**src/rtl/assert_macros.svh**
```systemverilog
// Assertion macros used by the RTL top level.
// Expects i_clk and i_rst_n in the scope of each use.
`ifndef ASSERT_MACROS_SVH
`define ASSERT_MACROS_SVH

// Implication checked in the same cycle.
`define ASSERT_NOW(lbl, ante, cons, msg) \
    lbl: assert property (@(posedge i_clk) disable iff (!i_rst_n) (ante) |-> (cons)) \
        else $error(msg);

// Implication checked in the next cycle.
`define ASSERT_NEXT(lbl, ante, cons, msg) \
    lbl: assert property (@(posedge i_clk) disable iff (!i_rst_n) (ante) |=> (cons)) \
        else $error(msg);

`endif

```
**src/rtl/tsr_pkg.sv**
```systemverilog
// Shared types and constants for the TCP segment reorder block.
// No dependencies.
`timescale 1ns / 1ps

package tsr_pkg;

    localparam int SEQ_W           = 32;
    localparam int LEN_W           = 11;
    localparam int HANDLE_W        = 16;
    localparam int SLOTS_DEF       = 32;
    localparam int HANDLE_BITS_DEF = 16;

    localparam logic [LEN_W-1:0] MAX_LEN_RST = LEN_W'(1024);

    typedef enum logic [2:0] {
        K_DELIVER  = 3'd0,
        K_RELEASE  = 3'd1,
        K_STORED   = 3'd2,
        K_DUP      = 3'd3,
        K_STALE    = 3'd4,
        K_OVERFLOW = 3'd5,
        K_BADLEN   = 3'd6
    } t_kind;

    typedef struct packed {
        logic [SEQ_W-1:0]    seg_seq;
        logic [LEN_W-1:0]    seg_len;
        logic [HANDLE_W-1:0] buf_handle;
    } t_in_word;

    typedef struct packed {
        t_kind               kind;
        logic [HANDLE_W-1:0] out_handle;
        logic [LEN_W-1:0]    byte_offset;
        logic [LEN_W-1:0]    out_len;
        logic [SEQ_W-1:0]    next_expected;
        logic                last;
    } t_out_word;

    // controller -> datapath
    typedef struct packed {
        logic  load_in;
        logic  commit;
        t_kind kind;
        logic  release_step;
        logic  push;
        logic  last;
    } t_ctl_cmd;

    // datapath -> controller
    typedef struct packed {
        logic bad_len;
        logic in_order;
        logic ahead;
        logic dup_hit;
        logic free_any;
        logic end_ahead;
        logic rel_hit;
        logic out_free;
    } t_dp_sts;

endpackage

```
**src/rtl/tcp_segment_reorder.sv**
```systemverilog
// Top level of the TCP segment reorder block: controller plus datapath.
// Depends on tsr_pkg, tsr_ctrl, tsr_dpath and assert_macros.svh.
//
//  channel | direction | handshake               | word
//  in      | input     | i_in_valid / o_in_ready | t_in_word
//  out     | output    | o_out_valid/i_out_ready | t_out_word
//  cfg     | input     | i_cfg_we                | i_cfg_wdata (max_length)
//
// A segment is latched on acceptance, then classified; its classification word
// moves to the output register first, then one release word per released slot,
// and the next segment is taken in the cycle the final word moves to the output
// register. Release search is a parallel compare over all slots.
// Reset clears expected sequence, sync and slot valid bits at once.
// A stalled output holds the FSM; no input is taken until the last word moves.
`timescale 1ns / 1ps
`include "assert_macros.svh"

module tcp_segment_reorder
    import tsr_pkg::*;
#(
    parameter int SLOTS       = SLOTS_DEF,
    parameter int HANDLE_BITS = HANDLE_BITS_DEF
) (
    input  logic             i_clk,
    input  logic             i_rst_n,
    input  logic             i_in_valid,
    output logic             o_in_ready,
    input  t_in_word         i_in_word,
    output logic             o_out_valid,
    input  logic             i_out_ready,
    output t_out_word        o_out_word,
    input  logic             i_cfg_we,
    input  logic [LEN_W-1:0] i_cfg_wdata
);

    t_ctl_cmd w_cmd;
    t_dp_sts  w_sts;

    tsr_ctrl u_ctrl (
        .i_clk      (i_clk),
        .i_rst_n    (i_rst_n),
        .i_in_valid (i_in_valid),
        .o_in_ready (o_in_ready),
        .i_sts      (w_sts),
        .o_cmd      (w_cmd)
    );

    tsr_dpath #(
        .SLOTS       (SLOTS),
        .HANDLE_BITS (HANDLE_BITS)
    ) u_dpath (
        .i_clk       (i_clk),
        .i_rst_n     (i_rst_n),
        .i_in_word   (i_in_word),
        .i_cfg_we    (i_cfg_we),
        .i_cfg_wdata (i_cfg_wdata),
        .i_cmd       (w_cmd),
        .o_sts       (w_sts),
        .i_out_ready (i_out_ready),
        .o_out_valid (o_out_valid),
        .o_out_word  (o_out_word)
    );

    `ASSERT_NOW(a_push_needs_room, w_cmd.push, w_sts.out_free, "push into full output")
    `ASSERT_NOW(a_release_with_push, w_cmd.release_step, w_cmd.push && !w_cmd.last, "release without push")
    `ASSERT_NEXT(a_no_back_to_back, i_in_valid && o_in_ready, !o_in_ready, "input taken while busy")

endmodule

```
**src/rtl/tsr_ctrl.sv**
```systemverilog
// Sequencing FSM for the segment reorder block: classify, then emit and release.
// Depends on tsr_pkg.
`timescale 1ns / 1ps

module tsr_ctrl
    import tsr_pkg::*;
(
    input  logic     i_clk,
    input  logic     i_rst_n,
    input  logic     i_in_valid,
    output logic     o_in_ready,
    input  t_dp_sts  i_sts,
    output t_ctl_cmd o_cmd
);

    typedef enum logic [2:0] {
        S_IDLE  = 3'b001,
        S_EVAL  = 3'b010,
        S_CHAIN = 3'b100
    } t_state;

    t_state r_state, n_state;
    logic   r_chain, n_chain;
    logic   w_rel;
    t_kind  w_kind;

    // classification priority
    always_comb begin
        priority if (i_sts.bad_len) begin
            w_kind = K_BADLEN;
        end else if (i_sts.in_order) begin
            w_kind = K_DELIVER;
        end else if (i_sts.ahead) begin
            priority if (i_sts.dup_hit) begin
                w_kind = K_DUP;
            end else if (!i_sts.free_any) begin
                w_kind = K_OVERFLOW;
            end else begin
                w_kind = K_STORED;
            end
        end else if (i_sts.end_ahead) begin
            w_kind = K_DELIVER;
        end else begin
            w_kind = K_STALE;
        end
    end

    assign w_rel = r_chain && i_sts.rel_hit;

    always_comb begin
        n_state    = r_state;
        n_chain    = r_chain;
        o_cmd      = '0;
        o_cmd.kind = w_kind;
        o_in_ready = 1'b0;
        unique case (r_state)
            S_IDLE: begin
                o_in_ready    = 1'b1;
                o_cmd.load_in = i_in_valid;
                if (i_in_valid) begin
                    n_state = S_EVAL;
                end
            end
            S_EVAL: begin
                o_cmd.commit = 1'b1;
                n_chain      = (w_kind == K_DELIVER);
                n_state      = S_CHAIN;
            end
            S_CHAIN: begin
                if (i_sts.out_free) begin
                    o_cmd.push = 1'b1;
                    o_cmd.last = !w_rel;
                    if (w_rel) begin
                        o_cmd.release_step = 1'b1;
                    end else begin
                        // last word goes out; next segment may enter now
                        o_in_ready    = 1'b1;
                        o_cmd.load_in = i_in_valid;
                        n_state       = i_in_valid ? S_EVAL : S_IDLE;
                    end
                end
            end
            default: begin
                n_state = S_IDLE;
            end
        endcase
    end

    always_ff @(posedge i_clk) begin
        if (!i_rst_n) begin
            r_state <= S_IDLE;
            r_chain <= 1'b0;
        end else begin
            r_state <= n_state;
            r_chain <= n_chain;
        end
    end

endmodule

```
**src/rtl/tsr_dpath.sv**
```systemverilog
// Datapath: input latch, expected sequence, slot table with parallel compare,
// pending result and output register. Depends on tsr_pkg.
`timescale 1ns / 1ps

module tsr_dpath
    import tsr_pkg::*;
#(
    parameter int SLOTS       = SLOTS_DEF,
    parameter int HANDLE_BITS = HANDLE_BITS_DEF
) (
    input  logic             i_clk,
    input  logic             i_rst_n,
    input  t_in_word         i_in_word,
    input  logic             i_cfg_we,
    input  logic [LEN_W-1:0] i_cfg_wdata,
    input  t_ctl_cmd         i_cmd,
    output t_dp_sts          o_sts,
    input  logic             i_out_ready,
    output logic             o_out_valid,
    output t_out_word        o_out_word
);

    localparam int HW      = (HANDLE_BITS < HANDLE_W) ? HANDLE_BITS : HANDLE_W;
    localparam int SLOT_IW = (SLOTS > 1) ? $clog2(SLOTS) : 1;

    logic [LEN_W-1:0] r_max_len;
    t_in_word         r_in;
    logic [SEQ_W-1:0] r_exp;
    logic             r_sync;

    logic [SLOTS-1:0] r_used;
    logic [SEQ_W-1:0] r_sseq [SLOTS];
    logic [LEN_W-1:0] r_slen [SLOTS];
    logic [HW-1:0]    r_shdl [SLOTS];

    t_out_word r_pend;
    t_out_word r_out;
    logic      r_out_valid;

    logic [HW-1:0]      w_hdl;
    logic [SEQ_W-1:0]   w_exp_eff, w_diff, w_end, w_end_diff;
    logic [SLOTS-1:0]   w_dup_vec, w_rel_vec;
    logic [SLOT_IW-1:0] w_free_idx, w_rel_idx;
    logic               w_out_free;
    logic [LEN_W-1:0]   w_rel_len;
    logic [SEQ_W-1:0]   w_rel_exp;
    t_out_word          w_commit_word, w_rel_word, w_push_word;

    assign w_hdl      = r_in.buf_handle[HW-1:0];
    assign w_exp_eff  = r_sync ? r_exp : r_in.seg_seq;
    assign w_diff     = r_in.seg_seq - w_exp_eff;
    assign w_end      = r_in.seg_seq + SEQ_W'(r_in.seg_len);
    assign w_end_diff = w_end - w_exp_eff;
    assign w_out_free = !r_out_valid || i_out_ready;

    // parallel slot compares, lowest index wins
    always_comb begin
        w_free_idx = '0;
        w_rel_idx  = '0;
        for (int i = SLOTS - 1; i >= 0; i--) begin
            w_dup_vec[i] = r_used[i] && (r_sseq[i] == r_in.seg_seq);
            w_rel_vec[i] = r_used[i] && (r_sseq[i] == r_exp);
            if (!r_used[i]) begin
                w_free_idx = SLOT_IW'(i);
            end
            if (w_rel_vec[i]) begin
                w_rel_idx = SLOT_IW'(i);
            end
        end
    end

    assign w_rel_len = r_slen[w_rel_idx];
    assign w_rel_exp = r_exp + SEQ_W'(w_rel_len);

    always_comb begin
        o_sts.bad_len   = (r_in.seg_len == '0) || (r_in.seg_len > r_max_len);
        o_sts.in_order  = (w_diff == '0);
        o_sts.ahead     = (w_diff != '0) && !w_diff[SEQ_W-1];
        o_sts.dup_hit   = |w_dup_vec;
        o_sts.free_any  = !(&r_used);
        o_sts.end_ahead = (w_end_diff != '0) && !w_end_diff[SEQ_W-1];
        o_sts.rel_hit   = |w_rel_vec;
        o_sts.out_free  = w_out_free;
    end

    // result words for classification, release and push
    always_comb begin
        w_commit_word               = '0;
        w_commit_word.kind          = i_cmd.kind;
        w_commit_word.out_handle    = HANDLE_W'(w_hdl);
        w_commit_word.next_expected = w_exp_eff;
        unique case (i_cmd.kind)
            K_DELIVER: begin
                // in-order case gives offset 0 and full length here too
                w_commit_word.byte_offset   = LEN_W'(w_exp_eff - r_in.seg_seq);
                w_commit_word.out_len       = LEN_W'(w_end_diff);
                w_commit_word.next_expected = w_end;
            end
            K_BADLEN: begin
                w_commit_word.next_expected = r_exp;
            end
            default: begin
                w_commit_word.next_expected = w_exp_eff;
            end
        endcase

        w_rel_word               = '0;
        w_rel_word.kind          = K_RELEASE;
        w_rel_word.out_handle    = HANDLE_W'(r_shdl[w_rel_idx]);
        w_rel_word.out_len       = w_rel_len;
        w_rel_word.next_expected = w_rel_exp;

        w_push_word      = r_pend;
        w_push_word.last = i_cmd.last;
    end

    // control state
    always_ff @(posedge i_clk) begin
        if (!i_rst_n) begin
            r_max_len   <= MAX_LEN_RST;
            r_exp       <= '0;
            r_sync      <= 1'b0;
            r_used      <= '0;
            r_out_valid <= 1'b0;
        end else begin
            if (i_cfg_we) begin
                r_max_len <= i_cfg_wdata;
            end
            if (i_cmd.commit && i_cmd.kind != K_BADLEN) begin
                r_sync <= (i_cmd.kind != K_OVERFLOW);
                r_exp  <= (i_cmd.kind == K_DELIVER) ? w_end : w_exp_eff;
                if (i_cmd.kind == K_OVERFLOW) begin
                    r_used <= '0;
                end
                if (i_cmd.kind == K_STORED) begin
                    r_used[w_free_idx] <= 1'b1;
                end
            end
            if (i_cmd.release_step) begin
                r_used[w_rel_idx] <= 1'b0;
                r_exp             <= w_rel_exp;
            end
            if (i_cmd.push) begin
                r_out_valid <= 1'b1;
            end else if (i_out_ready) begin
                r_out_valid <= 1'b0;
            end
        end
    end

    // payload
    always_ff @(posedge i_clk) begin
        if (i_cmd.load_in) begin
            r_in <= i_in_word;
        end
        if (i_cmd.commit) begin
            r_pend <= w_commit_word;
            if (i_cmd.kind == K_STORED) begin
                r_sseq[w_free_idx] <= r_in.seg_seq;
                r_slen[w_free_idx] <= r_in.seg_len;
                r_shdl[w_free_idx] <= w_hdl;
            end
        end
        if (i_cmd.release_step) begin
            r_pend <= w_rel_word;
        end
        if (i_cmd.push) begin
            r_out <= w_push_word;
        end
    end

    assign o_out_valid = r_out_valid;
    assign o_out_word  = r_out;

endmodule

```
**config.mk**
```make
export PLATFORM = sky130hd
export DESIGN_NAME = tcp_segment_reorder
export DESIGN_NICKNAME = d
export VERILOG_FILES = /design/src/rtl/tsr_pkg.sv /design/src/rtl/tcp_segment_reorder.sv /design/src/rtl/tsr_ctrl.sv /design/src/rtl/tsr_dpath.sv
export VERILOG_INCLUDE_DIRS = /design/src /design/src/rtl
export SDC_FILE = /design/constraint.sdc
export NUM_CORES = 2
export LEC_CHECK = 0
export BUFFER_PORTS_ARGS = -buffer_cell sky130_fd_sc_hd__clkbuf_2
export CORE_AREA = 3 3 451 453
export DETAILED_ROUTE_END_ITERATION = 6
export DIE_AREA = 0 0 454 456
export PLACE_DENSITY = 0.71
export SLEW_MARGIN = 20
export SYNTH_ARGS = -nofsm -noshare
export SYNTH_HDL_FRONTEND = slang
export SYNTH_HIERARCHICAL = 1
export SYNTH_SLANG_ARGS = --single-unit
```
**constraint.sdc**
```tcl
create_clock -name i_clk -period 31.3 [get_ports i_clk]
set_input_delay 7.825 -clock i_clk [delete_from_list [all_inputs] [get_ports i_clk]]
set_output_delay 7.825 -clock i_clk [all_outputs]
set_load 0.005 [all_outputs]
```
==> metrics <==
status=finished, final reports clean; port bufs=150; critical path required time=23.48 ns; xor and xnor fraction of the mapped netlist area=0.169; clk root buf=clkbuf_16; post-DR vias/cell=6.77; Routed wire per std cell=35.7 um; H-tree Lvls=4; mux cell area share after synthesis=0.0336; Comb pwr share=0.081; Static Leak=41.0 nW; register area share after synthesis=0.586; layout cells sized above 1=0.109; main combinational cell family by area after synthesis=XOR/XNOR gates; setup TNS=0 ns; Net Sw Frac=0.244; post-CTS setup buffer count=0; Max VDD drop=0.0000574 V; worst hold path class=reg2reg; dpl hpwl=269000 um; Rows=164; placed cell areas=114000 um^2; 1st-iter DRT viols=13050; synthesis-stage register bit count=2175; post_cts resized=0; register share of total power=0.496; Async SR Flop Fraction=0; Post-Synthesis Cells=8629; Pwr Total=6.54 mW; largest net degree at the start of global routing=144; CP Class=in2out; die area=207000 um^2; Max Clk Rate=0.0602 GHz; drt first pass iters=6; gpl congestion=1.03; synthesized area=110000 um^2; TritonCTS clock tree=done; Worst Path Max Fanout=3; Num CTS Buffers=224; fin util=0.612; share of the synthesized area in the top cell type=0.569; Ys Warns=6; final-layout fill cell count=15398; net switching power figure=1.59 mW; final setup violation count=0; RSZ-0062 raised after global routing=no; fin crit share=0.531; Int Power=4.95 mW; Synth Area in Compound Gates=0.0544; Die Height=456 um; Avg Inst Size Synth=12.7 um^2; Via Count=79330; Design Area, Final=122000 um^2; CP Capture Type=primary output; DRC viols=0; vias in the first global route=74461; Post-Layout Cell Count=11718; Rel. slew slack=0.0725; Critical Path AT=8.78 ns; hold-fix buffers at CTS=0; post-synthesis simple-gate area fraction=0.118; Post-synth top flop=edfxtp_1; Clock transition at path regs=0.06 ns; skew final=0.0791 ns; gr ovfl total=0; element type at the critical path start=input pin; Least-Margin Pin Slew=1.38 ns; Clk Latency, worst-skew pair=0.91 ns; DRT antenna net count=0; Die Wd=454 um; first-pass GRT wire length=574000 um; initial antenna violation count=28; fin crit period=16.61 ns; maxcap violations=0; Initial Util=0.550; clk sinks=2175; syn nets=8813; fraction of the mapped netlist area in adder cells=0.0127; detailed-route wire length=418000 um; number of flops mapped to enable cells by yosys=2080; synth top area cells=edfxtp_1, xnor2_1, xor2_1; total track usage=0.395; Netlist cell types=107; pwr/cell area=53.6 nW/um^2; nets@finish=9036; core area=200000 um^2; Max Slew Vio Count=0; Ports=151; CTS max path bufs=3; Final Hold Vio Count=0; Clock power frac=0.423; Inst Count DP=11273; cell taking the most area after synthesis=edfxtp_1; Area Growth Syn to Fin=11.2%
==> per-stage QoR <==
| step | worst slack, ns | hold WS [ns] |
|---|---|---|
| 5_1_grt | 14.62 | 0.422 |
| 3_3_place_gp | 14.62 | 0.402 |
| 2_1_floorplan | 15.00 | 0.400 |
| 3_5_place_dp | 14.70 | 0.405 |
| 4_1_cts | 14.70 | 0.419 |
| 6_report | 14.69 | 0.418 |
==> final timing paths <==
| check | slack (ns) | end | from | cells after the start |
|---|---|---|---|---|
| setup / recovery | 14.69 | o_in_ready | i_out_ready | 6 |
| hold / removal | 0.42 | u_dpath/o_out_word[21] | u_dpath/r_pend[21] | 0 |
| setup reg to reg | 19.17 | u_dpath/r_shdl[20][2] | u_dpath/r_in[28] | 38 |
| hold reg to reg | 0.42 | u_dpath/o_out_word[21] | u_dpath/r_pend[21] | 0 |
==> sequential cells by signal (all words and copies together), names as in the netlist, 16 cells and up <==
| register | cells |
|---|---|
| u_dpath/r_in | 43 |
| u_dpath/r_sseq | 1024 |
| u_dpath/r_pend | 73 |
| u_dpath/r_slen | 352 |
| u_dpath/w_hdl | 16 |
| u_dpath/r_used | 32 |
| u_dpath/r_exp | 32 |
| u_dpath/r_shdl | 512 |
| u_dpath/o_out_word | 74 |
==> power groups by stage <==
stage | combinational, mW | sequential, mW | clock, mW
after global placement | 0.503 | 3.30 | 0
after CTS | 0.512 | 3.24 | 2.79
after global routing | 0.553 | 3.24 | 2.91
after detailed placement | 0.509 | 3.30 | 0
final | 0.531 | 3.24 | 2.77
after floorplan | 0.300 | 3.30 | 0
==> area by class of cell <==
cell class,instances,area (um^2),share of cell area
clock inverter,154,1810,0.0148
timing repair buffer,442,3210,0.0263
multi-input combinational,5888,43000,0.352
inverter,121,455,0.00373
tap,2656,3320,0.0272
antenna,13,32.5,0.000266
sequential,2175,64500,0.528
clock buffer,269,5820,0.0476
==> cells in the mapped netlist (all sizes together) (13+ instances only) <==
library cell	number
xnor2	1235
edfxtp	2080
a221oi	41
nand3	208
xor2	883
nor4b	25
a2111oi	15
nand3b	14
o21ai	198
a21oi	219
mux2	64
nor2b	50
nor4	433
a31oi	40
nand2	568
o31ai	13
a21boi	14
clkbuf	165
buf	280
a22o	13
or4	34
nand4b	36
inv	120
nand2b	70
ha	105
or3	30
and3	52
nor3	117
a21o	36
nand4	382
nor3b	14
a211oi	55
o21bai	22
o2111ai	16
dfxtp	95
o22ai	35
nor2	263
o21a	22
and2	61
o211ai	20
a22oi	21
mux2i	295
==> worst max-delay path, stage by stage <==
cell      delay, ns
clkbuf_2       0.08
nand2b_1       0.13
a21boi_1       0.26
a21oi_1        0.18
nor2_1         0.16
clkbuf_2       0.14
==> kinds of logic after synthesis <==
family,after synthesis
AND/OR/NAND/NOR,2404
adder cells (fa/ha/maj),109
XOR/XNOR,2118
flip-flops,2175
multiplexers,360
AO/OA/AOI/OAI,897
buffers and inverters,566
==> layout by cell type, fill, tap and decap left out, drive strengths merged, types with 64 or more instances in the layout <==
| cell type | count |
|---|---|
| ha | 105 |
| nand2 | 568 |
| nand4 | 382 |
| buf | 292 |
| mux2 | 64 |
| dfxtp | 95 |
| nor2 | 263 |
| clkbuf | 419 |
| nor3 | 117 |
| nand3 | 208 |
| o21ai | 198 |
| xor2 | 883 |
| clkinv | 112 |
| inv | 121 |
| nand2b | 70 |
| edfxtp | 2080 |
| xnor2 | 1235 |
| a21oi | 219 |
| nor4 | 433 |
| mux2i | 295 |
==> per-layer routing <==
layer	wire, um	vias to the layer above	global-route usage
met5	269	-	0
met4	26600	14	0.204
met3	59500	1203	0.113
met2	174000	6147	0.563
met1	157000	39407	0.549
li1	-	32559	-
Note: power is estimated with default switching activity, not from simulation.
